[config.mk]
export PLATFORM = sky130hd
export DESIGN_NAME = dual_quadrature_speed_estimator
export DESIGN_NICKNAME = d
export VERILOG_FILES = /design/src/sv/dqse_pkg.sv /design/src/sv/dqse_core.sv /design/src/sv/dqse_avg_div.sv /design/src/sv/dual_quadrature_speed_estimator.sv
export SDC_FILE = /design/constraint.sdc
export NUM_CORES = 2
export LEC_CHECK = 0
export BUFFER_PORTS_ARGS = -buffer_cell sky130_fd_sc_hd__clkbuf_2
export CAP_MARGIN = 20
export CORE_ASPECT_RATIO = 1.1
export CORE_UTILIZATION = 55
export CTS_CLUSTER_DIAMETER = 120
export DETAILED_ROUTE_END_ITERATION = 8
export HOLD_SLACK_MARGIN = 0.03
export PLACE_DENSITY = 0.74
export SKIP_LAST_GASP = 1
export SLEW_MARGIN = 10
export SYNTH_ARGS = -nofsm -noshare
export SYNTH_HDL_FRONTEND = slang
export SYNTH_SLANG_ARGS = --single-unit
[constraint.sdc]
create_clock -name clk -period 14 [get_ports clk]
set_input_delay 1.4 -clock clk [delete_from_list [all_inputs] [get_ports clk]]
set_output_delay 1.4 -clock clk [all_outputs]
set_load 0.01 [all_outputs]
[src/sv/dqse_pkg.sv]
// ----------------------------------------------------------------------------
// dqse_pkg
// Shared types and codes for the dual quadrature speed estimator.
// ----------------------------------------------------------------------------
package dqse_pkg;

  localparam int DATA_W  = 16;
  localparam int TOTAL_W = 32;
  localparam int CFG_W   = 8;
  localparam int CFG_IDX_W = 2;

  typedef enum logic [1:0] {
    CMD_EDGE  = 2'd0,
    CMD_TICK  = 2'd1,
    CMD_SPEED = 2'd2,
    CMD_READ  = 2'd3
  } cmd_t;

  localparam logic [CFG_IDX_W-1:0] CFG_LEFT_INVERT  = 2'd0;
  localparam logic [CFG_IDX_W-1:0] CFG_RIGHT_INVERT = 2'd1;
  localparam logic [CFG_IDX_W-1:0] CFG_TICKS        = 2'd2;

  typedef struct packed {
    logic [1:0] command;
    logic       wheel;
    logic       phase;
    logic       other_level;
  } in_item_t;

  typedef struct packed {
    logic signed [DATA_W-1:0]  left_delta;
    logic signed [DATA_W-1:0]  right_delta;
    logic signed [TOTAL_W-1:0] left_total;
    logic signed [TOTAL_W-1:0] right_total;
    logic signed [DATA_W-1:0]  left_speed;
    logic signed [DATA_W-1:0]  right_speed;
    logic                      speed_updated;
  } out_item_t;

endpackage

[src/sv/dqse_core.sv]
// ----------------------------------------------------------------------------
// dqse_core
// Encoder state, window latching, tick counter and filter history; one word
// per cycle on accept, results registered into the first pipeline stage.
// ----------------------------------------------------------------------------
module dqse_core #(
  parameter int FILTER_TAPS = 5,
  parameter int SUM_W       = 16 + $clog2(FILTER_TAPS)
) (
  input  logic                              clk,
  input  logic                              rst,
  input  logic                              cfg_write,
  input  logic [dqse_pkg::CFG_IDX_W-1:0]    cfg_index,
  input  logic [dqse_pkg::CFG_W-1:0]        cfg_data,
  input  logic                              accept,
  input  dqse_pkg::in_item_t                item,
  output dqse_pkg::out_item_t               s1_data,
  output logic signed [SUM_W-1:0]           s1_sum [2]
);
  import dqse_pkg::*;

  logic                      invert [2];
  logic [7:0]                ticks_per_speed;

  logic [DATA_W-1:0]         raw_count [2];
  logic [DATA_W-1:0]         window_delta [2];
  logic [TOTAL_W-1:0]        pulse_total [2];
  logic [DATA_W-1:0]         speed_acc [2];
  logic [7:0]                tick_counter;
  logic                      speed_ready;
  logic signed [DATA_W-1:0]  hist [2][FILTER_TAPS];
  logic signed [SUM_W-1:0]   hist_sum [2];

  logic [DATA_W-1:0]         raw_count_next [2];
  logic [DATA_W-1:0]         window_delta_next [2];
  logic [TOTAL_W-1:0]        pulse_total_next [2];
  logic [DATA_W-1:0]         speed_acc_next [2];
  logic [7:0]                tick_counter_next;
  logic                      speed_ready_next;
  logic signed [SUM_W-1:0]   hist_sum_next [2];
  logic                      push;

  // config registers
  always_ff @(posedge clk) begin
    if (rst) begin
      invert[0]       <= 1'b0;
      invert[1]       <= 1'b1;
      ticks_per_speed <= 8'd2;
    end else if (cfg_write) begin
      case (cfg_index)
        CFG_LEFT_INVERT:  invert[0]       <= cfg_data[0];
        CFG_RIGHT_INVERT: invert[1]       <= cfg_data[0];
        CFG_TICKS:        ticks_per_speed <= cfg_data;
        default: ;
      endcase
    end
  end

  always_comb begin
    logic              up;
    logic [DATA_W-1:0] d;
    logic [7:0]        tick_inc;
    for (int k = 0; k < 2; k++) begin
      raw_count_next[k]    = raw_count[k];
      window_delta_next[k] = window_delta[k];
      pulse_total_next[k]  = pulse_total[k];
      speed_acc_next[k]    = speed_acc[k];
      hist_sum_next[k]     = hist_sum[k];
    end
    tick_counter_next = tick_counter;
    speed_ready_next  = speed_ready;
    push              = 1'b0;
    up                = item.phase ? !item.other_level : item.other_level;
    d                 = '0;
    tick_inc          = tick_counter + 8'd1;

    case (item.command)
      CMD_EDGE: begin
        raw_count_next[item.wheel] = raw_count[item.wheel] + (up ? 16'h0001 : 16'hFFFF);
      end
      CMD_TICK: begin
        for (int k = 0; k < 2; k++) begin
          d = invert[k] ? DATA_W'(-raw_count[k]) : raw_count[k];
          window_delta_next[k] = d;
          pulse_total_next[k]  = pulse_total[k] + {{(TOTAL_W-DATA_W){d[DATA_W-1]}}, d};
          speed_acc_next[k]    = speed_acc[k] + d;
          raw_count_next[k]    = '0;
        end
        if (tick_inc >= ticks_per_speed) begin
          tick_counter_next = '0;
          speed_ready_next  = 1'b1;
        end else begin
          tick_counter_next = tick_inc;
        end
      end
      CMD_SPEED: begin
        if (speed_ready) begin
          speed_ready_next = 1'b0;
          push             = 1'b1;
          // running sum: add newest sample, drop the oldest one as it shifts out of the history
          for (int k = 0; k < 2; k++) begin
            hist_sum_next[k]  = hist_sum[k] + SUM_W'(signed'(speed_acc[k]))
                                - SUM_W'(hist[k][FILTER_TAPS-1]);
            speed_acc_next[k] = '0;
          end
        end
      end
      CMD_READ: begin
        window_delta_next[item.wheel] = '0;
      end
      default: ;
    endcase
  end

  always_ff @(posedge clk) begin
    if (rst) begin
      for (int k = 0; k < 2; k++) begin
        raw_count[k]    <= '0;
        window_delta[k] <= '0;
        pulse_total[k]  <= '0;
        speed_acc[k]    <= '0;
        hist_sum[k]     <= '0;
        for (int i = 0; i < FILTER_TAPS; i++) begin
          hist[k][i] <= '0;
        end
      end
      tick_counter <= '0;
      speed_ready  <= 1'b0;
    end else if (accept) begin
      for (int k = 0; k < 2; k++) begin
        raw_count[k]    <= raw_count_next[k];
        window_delta[k] <= window_delta_next[k];
        pulse_total[k]  <= pulse_total_next[k];
        speed_acc[k]    <= speed_acc_next[k];
        hist_sum[k]     <= hist_sum_next[k];
        if (push) begin
          hist[k][0] <= signed'(speed_acc[k]);
          for (int i = 1; i < FILTER_TAPS; i++) begin
            hist[k][i] <= hist[k][i-1];
          end
        end
      end
      tick_counter <= tick_counter_next;
      speed_ready  <= speed_ready_next;
    end
  end

  // stage 1 payload; speeds are filled in at the output register
  always_ff @(posedge clk) begin
    if (accept) begin
      s1_data.left_delta    <= signed'((item.command == CMD_READ) ? window_delta[0]
                                                                   : window_delta_next[0]);
      s1_data.right_delta   <= signed'((item.command == CMD_READ) ? window_delta[1]
                                                                   : window_delta_next[1]);
      s1_data.left_total    <= signed'(pulse_total_next[0]);
      s1_data.right_total   <= signed'(pulse_total_next[1]);
      s1_data.left_speed    <= '0;
      s1_data.right_speed   <= '0;
      s1_data.speed_updated <= push;
      s1_sum[0]             <= hist_sum_next[0];
      s1_sum[1]             <= hist_sum_next[1];
    end
  end

endmodule

[src/sv/dqse_avg_div.sv]
// ----------------------------------------------------------------------------
// dqse_avg_div
// Signed divide of the history sum by the tap count, truncating toward zero.
// Reciprocal multiply into a register, then a one-step remainder correction.
// ----------------------------------------------------------------------------
module dqse_avg_div #(
  parameter int TAPS  = 5,
  parameter int SUM_W = 16 + $clog2(TAPS)
) (
  input  logic                    clk,
  input  logic                    load,
  input  logic signed [SUM_W-1:0] sum,
  output logic signed [15:0]      avg
);
  import dqse_pkg::*;

  localparam int          SH      = SUM_W;
  localparam int unsigned RECIP_I = (32'd1 << SH) / TAPS;
  localparam logic [SH:0] RECIP   = (SH+1)'(RECIP_I);
  localparam int          PROD_W  = SUM_W + SH + 1;
  localparam logic [SUM_W-1:0] TAPS_V = SUM_W'(TAPS);

  logic              neg;
  logic [SUM_W-1:0]  mag;
  logic [PROD_W-1:0] prod;
  logic [SUM_W-1:0]  q0;
  logic [SUM_W-1:0]  q0_r;
  logic [SUM_W-1:0]  mag_r;
  logic              neg_r;
  logic [SUM_W-1:0]  rem;
  logic [SUM_W-1:0]  q;
  logic [SUM_W-1:0]  res;

  // magnitude of the most negative sum wraps onto the right unsigned value
  assign neg  = sum[SUM_W-1];
  assign mag  = neg ? SUM_W'(-sum) : SUM_W'(sum);
  assign prod = PROD_W'(mag) * PROD_W'(RECIP);
  assign q0   = prod[SH +: SUM_W];

  always_ff @(posedge clk) begin
    if (load) begin
      q0_r  <= q0;
      mag_r <= mag;
      neg_r <= neg;
    end
  end

  // estimate is low by at most one
  assign rem = mag_r - q0_r * TAPS_V;
  assign q   = q0_r + SUM_W'(rem >= TAPS_V);
  assign res = neg_r ? SUM_W'(-q) : q;
  assign avg = signed'(res[15:0]);

endmodule

[src/sv/dual_quadrature_speed_estimator.sv]
// ----------------------------------------------------------------------------
// dual_quadrature_speed_estimator
// Two-wheel quadrature counter with window deltas, totals and moving-average
// speed.
// ----------------------------------------------------------------------------
// Takes one command word per clock while item_ready is high (edge, window
// tick, speed update, read) and returns one result word per command, in
// order; a stalled receiver holds the flow. From acceptance to a valid
// result, the state update registers into stage 1, the reciprocal multiply
// of the filter sum registers into stage 2, and the remainder correction
// feeds the result register. The filter sum is kept as a running total, so
// no tap adder tree sits in the path. Config writes (cfg_write, cfg_index,
// cfg_data) take effect at once and are meant only while the pipeline is
// drained; an index past the last register is ignored.
// ----------------------------------------------------------------------------
module dual_quadrature_speed_estimator #(
  parameter int FILTER_TAPS = 5
) (
  input  logic                           clk,
  input  logic                           rst,
  input  logic                           cfg_write,
  input  logic [dqse_pkg::CFG_IDX_W-1:0] cfg_index,
  input  logic [dqse_pkg::CFG_W-1:0]     cfg_data,
  input  logic                           item_valid,
  output logic                           item_ready,
  input  dqse_pkg::in_item_t             item,
  output logic                           result_valid,
  input  logic                           result_ready,
  output dqse_pkg::out_item_t            result
);
  import dqse_pkg::*;

  localparam int SUM_W = 16 + $clog2(FILTER_TAPS);

  logic                     accept;
  logic                     s1_valid;
  logic                     s2_valid;
  logic                     out_free;
  logic                     s2_ready;
  logic                     s1_ready;
  logic                     s2_load;
  logic                     out_load;

  out_item_t                s1_data;
  out_item_t                s2_data;
  logic signed [SUM_W-1:0]  s1_sum [2];
  logic signed [15:0]       avg [2];
  logic signed [15:0]       filtered_speed [2];

  // elastic pipeline: each stage fills when it is empty or the next one is free
  assign out_free   = !result_valid || result_ready;
  assign s2_ready   = !s2_valid || out_free;
  assign s1_ready   = !s1_valid || s2_ready;
  assign item_ready = s1_ready;
  assign accept     = item_valid && item_ready;
  assign s2_load    = s1_valid && s2_ready;
  assign out_load   = s2_valid && out_free;

  always_ff @(posedge clk) begin
    if (rst) begin
      s1_valid     <= 1'b0;
      s2_valid     <= 1'b0;
      result_valid <= 1'b0;
    end else begin
      if (accept) begin
        s1_valid <= 1'b1;
      end else if (s2_load) begin
        s1_valid <= 1'b0;
      end
      if (s2_load) begin
        s2_valid <= 1'b1;
      end else if (out_load) begin
        s2_valid <= 1'b0;
      end
      if (out_load) begin
        result_valid <= 1'b1;
      end else if (result_ready) begin
        result_valid <= 1'b0;
      end
    end
  end

  dqse_core #(
    .FILTER_TAPS (FILTER_TAPS),
    .SUM_W       (SUM_W)
  ) u_core (
    .clk       (clk),
    .rst       (rst),
    .cfg_write (cfg_write),
    .cfg_index (cfg_index),
    .cfg_data  (cfg_data),
    .accept    (accept),
    .item      (item),
    .s1_data   (s1_data),
    .s1_sum    (s1_sum)
  );

  // one divider per wheel; stage 2 register lives inside
  for (genvar k = 0; k < 2; k++) begin : g_div
    dqse_avg_div #(
      .TAPS  (FILTER_TAPS),
      .SUM_W (SUM_W)
    ) u_div (
      .clk  (clk),
      .load (s2_load),
      .sum  (s1_sum[k]),
      .avg  (avg[k])
    );
  end

  always_ff @(posedge clk) begin
    if (s2_load) begin
      s2_data <= s1_data;
    end
  end

  // filtered speed only changes here, so words behind an update see it in order
  always_ff @(posedge clk) begin
    if (rst) begin
      filtered_speed[0] <= '0;
      filtered_speed[1] <= '0;
    end else if (out_load && s2_data.speed_updated) begin
      filtered_speed[0] <= avg[0];
      filtered_speed[1] <= avg[1];
    end
  end

  always_ff @(posedge clk) begin
    if (out_load) begin
      result.left_delta    <= s2_data.left_delta;
      result.right_delta   <= s2_data.right_delta;
      result.left_total    <= s2_data.left_total;
      result.right_total   <= s2_data.right_total;
      result.left_speed    <= s2_data.speed_updated ? avg[0] : filtered_speed[0];
      result.right_speed   <= s2_data.speed_updated ? avg[1] : filtered_speed[1];
      result.speed_updated <= s2_data.speed_updated;
    end
  end

endmodule

==> flow_results.xml <==
<?xml version="1.0" encoding="UTF-8"?>
<metrics>
  <group name="run_status">
    <metric name="outcome" unit="">finished, violations left</metric>
    <metric name="violations" unit="">design-rule violations</metric>
  </group>
  <group name="worst_hold_path">
    <metric name="hold_path.startpoint" unit="">s2_data[93]</metric>
    <metric name="timing.hold.worst.class" unit="">flop to flop</metric>
  </group>
  <group name="cts">
    <metric name="postCtsResizedCells" unit="">0</metric>
    <metric name="tritoncts" unit="">built</metric>
    <metric name="cts_buffer_depth" unit="">3</metric>
    <metric name="postCtsHoldBufs" unit="">0</metric>
    <metric name="clk_sinks" unit="">847</metric>
    <metric name="clock-root-buffer" unit="">sky130_fd_sc_hd__clkbuf_16</metric>
    <metric name="clock_latency_on_the_worst_skew_pair" unit="ns">0.67</metric>
    <metric name="post-cts-setup-buffers" unit="">0</metric>
    <metric name="cts.htree.levels" unit="">3</metric>
    <metric name="tritoncts_buffers" unit="">86</metric>
    <metric name="clkSlewWorstSetupHoldPaths" unit="ns">0.06</metric>
  </group>
  <group name="timing">
    <metric name="worst_slew_pin_slew" unit="ns">1.08</metric>
    <metric name="rsz0062_at_grt" unit="">false</metric>
    <metric name="timing.setup.tns" unit="ns">0</metric>
    <metric name="period_minus_slack" unit="ns">8.78</metric>
    <metric name="final_number_of_hold_violating_endpoints" unit="">0</metric>
    <metric name="setup_viol_count_final" unit="">0</metric>
    <metric name="worst_slew_margin_rel" unit="%">27.4</metric>
    <metric name="final-max-slew-violation-count" unit="">0</metric>
    <metric name="timing.final.crit_share" unit="%">62.7</metric>
    <metric name="maxClockFrequency" unit="MHz">114</metric>
    <metric name="worst_clock_skew" unit="ns">0.0335</metric>
  </group>
  <group name="synthesis">
    <metric name="synth_top_flop_cell" unit="">sky130_fd_sc_hd__edfxtp_1</metric>
    <metric name="synth_nets" unit="">5598</metric>
    <metric name="synthesis.area" unit="um^2">54500</metric>
    <metric name="synth.distinct_cells" unit="">76</metric>
    <metric name="synth_seq_area_share" unit="%">46.3</metric>
    <metric name="number_of_flops_mapped_to_enable_cells_by_yosys" unit="">827</metric>
    <metric name="syn_avg_cell_area" unit="um^2">11.4</metric>
    <metric name="yosys_warnings" unit="">0</metric>
    <metric name="async_flop_share" unit="%">0</metric>
    <metric name="synth-seq-cells" unit="">847</metric>
    <metric name="gate_count_post_synth" unit="">4789</metric>
  </group>
  <group name="worst_setup_path">
    <metric name="worstPathCellList" unit="">or4_1, o41ai_1, o21ai_0, nand2b_1, xor2_1, ha_1, ha_1, fa_1, fa_1, inv_1, fa_1, fa_1, inv_1, ha_1, and4_1, nand3_1, a21oi_1, nor4_1, o21ai_1, a41oi_1, o21ai_1, or3_1, a31oi_1, xnor2_1</metric>
    <metric name="arrival_time_worst_endpoint" unit="ns">9.18</metric>
    <metric name="timing_worst_setup_path_type" unit="">flop to flop</metric>
    <metric name="crit_path_start_kind" unit="">flop</metric>
    <metric name="slowest_delay" unit="ns">0.73</metric>
    <metric name="r2r_slack" unit="ns">5.22</metric>
    <metric name="timing.critical_path.mode_cell" unit="">sky130_fd_sc_hd__fa_1</metric>
    <metric name="crit_path_max_fanout" unit="">8</metric>
    <metric name="critical-path-slowest-cell" unit="">sky130_fd_sc_hd__nor4_1</metric>
    <metric name="worstPathRequired" unit="ns">14.40</metric>
    <metric name="cp_top_family" unit="">adder cells</metric>
    <metric name="timing.critical_path.from" unit="">u_core.s1_sum[19]</metric>
    <metric name="source_of_the_worst_register_to_register_timing_path" unit="">u_core.s1_sum[19]</metric>
    <metric name="critical_path_buf_inv_count" unit="">2</metric>
    <metric name="end_kind" unit="">flop</metric>
  </group>
  <group name="cells_and_area">
    <metric name="fraction_of_layout_cells_with_a_size_suffix_above_1" unit="%">7.87</metric>
    <metric name="filler_cell_count" unit="">7705</metric>
    <metric name="layout.cells.most_common_list" unit="">827 x sky130_fd_sc_hd__edfxtp_1, 676 x sky130_fd_sc_hd__inv_1, 514 x sky130_fd_sc_hd__ha_1, 421 x sky130_fd_sc_hd__nand2_1, 275 x sky130_fd_sc_hd__fa_1</metric>
    <metric name="layout_commonest_cell" unit="">sky130_fd_sc_hd__edfxtp_1</metric>
    <metric name="final_net_count" unit="">5757</metric>
    <metric name="area.growth.synth_to_final" unit="%">9.33</metric>
    <metric name="num_antenna_cells" unit="">0</metric>
  </group>
  <group name="floorplanning">
    <metric name="core" unit="um^2">97700</metric>
    <metric name="chipHeight" unit="um">332</metric>
    <metric name="top_level_pins" unit="">151</metric>
    <metric name="placement_rows" unit="">120</metric>
    <metric name="design.die.area" unit="um^2">100000</metric>
    <metric name="initial_core_util" unit="%">55.7</metric>
    <metric name="dieWidth" unit="um">302</metric>
  </group>
  <group name="power_and_ir_drop">
    <metric name="power_frac_comb" unit="%">61.4</metric>
    <metric name="share_seq_of_total_power" unit="%">23.5</metric>
    <metric name="leakage" unit="nW">26.4</metric>
    <metric name="p_int" unit="mW">8.68</metric>
    <metric name="cellPowerDensity" unit="nW/um^2">253</metric>
    <metric name="p_clk_share" unit="%">15.1</metric>
    <metric name="worst_ir_drop_vdd" unit="mV">0.313</metric>
    <metric name="p_total" unit="mW">15.1</metric>
    <metric name="p_sw_share" unit="%">42.4</metric>
    <metric name="power_switching" unit="mW">6.40</metric>
  </group>
  <group name="drt">
    <metric name="drt_pre_antenna_iters" unit="">7</metric>
    <metric name="initialDrtViolationCount" unit="">2026</metric>
    <metric name="avgViaCountPerCell" unit="">5.53</metric>
    <metric name="drc_errors" unit="">7</metric>
    <metric name="via_count" unit="">34800</metric>
    <metric name="detail_route.wl_per_cell" unit="um">18.7</metric>
    <metric name="ant_nets" unit="">0</metric>
    <metric name="postRouteWirelength" unit="um">118000</metric>
  </group>
  <group name="placed_design">
    <metric name="dp.final_hpwl" unit="um">87500</metric>
    <metric name="place.gp.congestion" unit="">0.926</metric>
    <metric name="port_buffers" unit="">150</metric>
  </group>
  <group name="flow_run">
    <metric name="drv_cap" unit="">0</metric>
  </group>
  <group name="grt">
    <metric name="via_count_of_the_first_global_routing_pass" unit="">35200</metric>
    <metric name="grt_antenna_before_repair" unit="">1</metric>
    <metric name="gr-total-overflow" unit="">0</metric>
    <metric name="grt_usage" unit="%">23.9</metric>
    <metric name="grt_start_max_net_pins" unit="">109</metric>
    <metric name="global_route_wire_length_before_repair" unit="um">188000</metric>
  </group>
</metrics>
synth_stat cells (6+ instances only):
| cell | n | area (um^2) |
|---|---|---|
| sky130_fd_sc_hd__o21ai_0 | 166 | 831 |
| sky130_fd_sc_hd__or3_1 | 18 | 113 |
| sky130_fd_sc_hd__a41oi_1 | 8 | 70.1 |
| sky130_fd_sc_hd__o21a_1 | 28 | 210 |
| sky130_fd_sc_hd__nor2b_1 | 34 | 213 |
| sky130_fd_sc_hd__a21o_1 | 97 | 728 |
| sky130_fd_sc_hd__xnor2_1 | 213 | 1870 |
| sky130_fd_sc_hd__o31a_1 | 7 | 61.3 |
| sky130_fd_sc_hd__nor3b_1 | 22 | 165 |
| sky130_fd_sc_hd__nor4_1 | 8 | 50.1 |
| sky130_fd_sc_hd__a31oi_1 | 21 | 131 |
| sky130_fd_sc_hd__nand3b_1 | 7 | 52.6 |
| sky130_fd_sc_hd__o21ai_1 | 6 | 30.0 |
| sky130_fd_sc_hd__ha_1 | 514 | 6430 |
| sky130_fd_sc_hd__clkbuf_1 | 109 | 409 |
| sky130_fd_sc_hd__fa_1 | 275 | 5510 |
| sky130_fd_sc_hd__nand2_1 | 423 | 1590 |
| sky130_fd_sc_hd__mux2i_1 | 48 | 480 |
| sky130_fd_sc_hd__o31ai_1 | 30 | 225 |
| sky130_fd_sc_hd__and3_1 | 155 | 970 |
| sky130_fd_sc_hd__nand2b_1 | 52 | 325 |
| sky130_fd_sc_hd__nor2_1 | 202 | 758 |
| sky130_fd_sc_hd__nand3_1 | 60 | 300 |
| sky130_fd_sc_hd__a21oi_1 | 245 | 1230 |
| sky130_fd_sc_hd__and2_1 | 88 | 551 |
| sky130_fd_sc_hd__o211ai_1 | 7 | 52.6 |
| sky130_fd_sc_hd__o41ai_1 | 8 | 70.1 |
| sky130_fd_sc_hd__a31o_2 | 7 | 61.3 |
| sky130_fd_sc_hd__buf_1 | 14 | 52.6 |
| sky130_fd_sc_hd__or4_1 | 15 | 113 |
| sky130_fd_sc_hd__o21bai_1 | 31 | 233 |
| sky130_fd_sc_hd__inv_1 | 676 | 2540 |
| sky130_fd_sc_hd__dfxtp_1 | 20 | 400 |
| sky130_fd_sc_hd__o22ai_1 | 10 | 62.6 |
| sky130_fd_sc_hd__nor3_1 | 67 | 335 |
| sky130_fd_sc_hd__xor2_1 | 104 | 911 |
| sky130_fd_sc_hd__nand4_1 | 17 | 106 |
| sky130_fd_sc_hd__a2111oi_0 | 6 | 52.6 |
| sky130_fd_sc_hd__a21boi_0 | 12 | 90.1 |
| sky130_fd_sc_hd__a211oi_1 | 20 | 150 |
| sky130_fd_sc_hd__edfxtp_1 | 827 | 24800 |
| sky130_fd_sc_hd__mux2_2 | 45 | 507 |
logic make-up after synthesis:
kind of cell / synth area share [%]
AND/OR/NAND/NOR: 10.7
flip-flops: 46.3
buffers and inverters: 5.54
adder cells (fa/ha/maj): 21.9
AO/OA/AOI/OAI: 8.58
XOR/XNOR: 5.13
multiplexers: 1.81
power by group through the flow:
stage,registers (mW),clock network (mW),logic [mW]
4_1_cts,3.54,2.32,9.30
6_report,3.54,2.27,9.27
3_3_place_gp,3.59,0,8.95
3_5_place_dp,3.59,0,9.22
2_1_floorplan,3.51,0,7.26
5_1_grt,3.57,2.41,10.6
state kept, by name (all words and copies together), names as in the netlist, 8 cells and up:
register                cells
filtered_speed             32
result                    129
u_core.tick_counter         8
u_core.window_delta        32
u_core.hist               160
u_core.s1_sum              38
u_core.pulse_total         64
g_div.u_div.mag_r          38
g_div.u_div.q0_r           34
u_core.s1_data             97
u_core.ticks_per_speed      8
u_core.raw_count           32
u_core.hist_sum            38
u_core.speed_acc           32
s2_data                    97
worst paths after layout:
check | end | cells after the start
max | g_div[0].u_div.q0_r[16] | 24
min | result[93] | 0
max reg2reg | g_div[0].u_div.q0_r[16] | 24
min reg2reg | result[93] | 0
routing by layer:
| layer | up-vias | GRT usage (%) | wire (um) |
|---|---|---|---|
| li1 | 16900 | - | - |
| met1 | 16800 | 30.3 | 49000 |
| met2 | 818 | 41.5 | 59100 |
| met3 | 217 | 3.09 | 5410 |
| met4 | 2 | 9.34 | 4510 |
| met5 | - | 0 | 13 |
per-stage QoR:
stage	cell area [um^2]	utilization, %	setup WS (ns)	hold WS (ns)	instances
2_1_floorplan	54500	-	3.74	0.400	4789
3_3_place_gp	56800	58.1	5.28	0.402	6140
3_5_place_dp	56800	58.1	5.25	0.405	6141
4_1_cts	59500	60.9	5.19	0.413	6301
5_1_grt	59500	60.9	4.57	0.419	6301
6_report	59500	60.9	5.22	0.413	6301
layout make-up:
type	instances	area, um^2	share of cell area [%]
multi-input combinational	3139	26300	44.1
sequential	847	25200	42.4
inverter	678	2550	4.29
clock buffer	102	2210	3.72
tap	1281	1600	2.69
timing repair buffer	196	1100	1.85
clock inverter	58	557	0.935
Power figures use the tool's default switching activity.
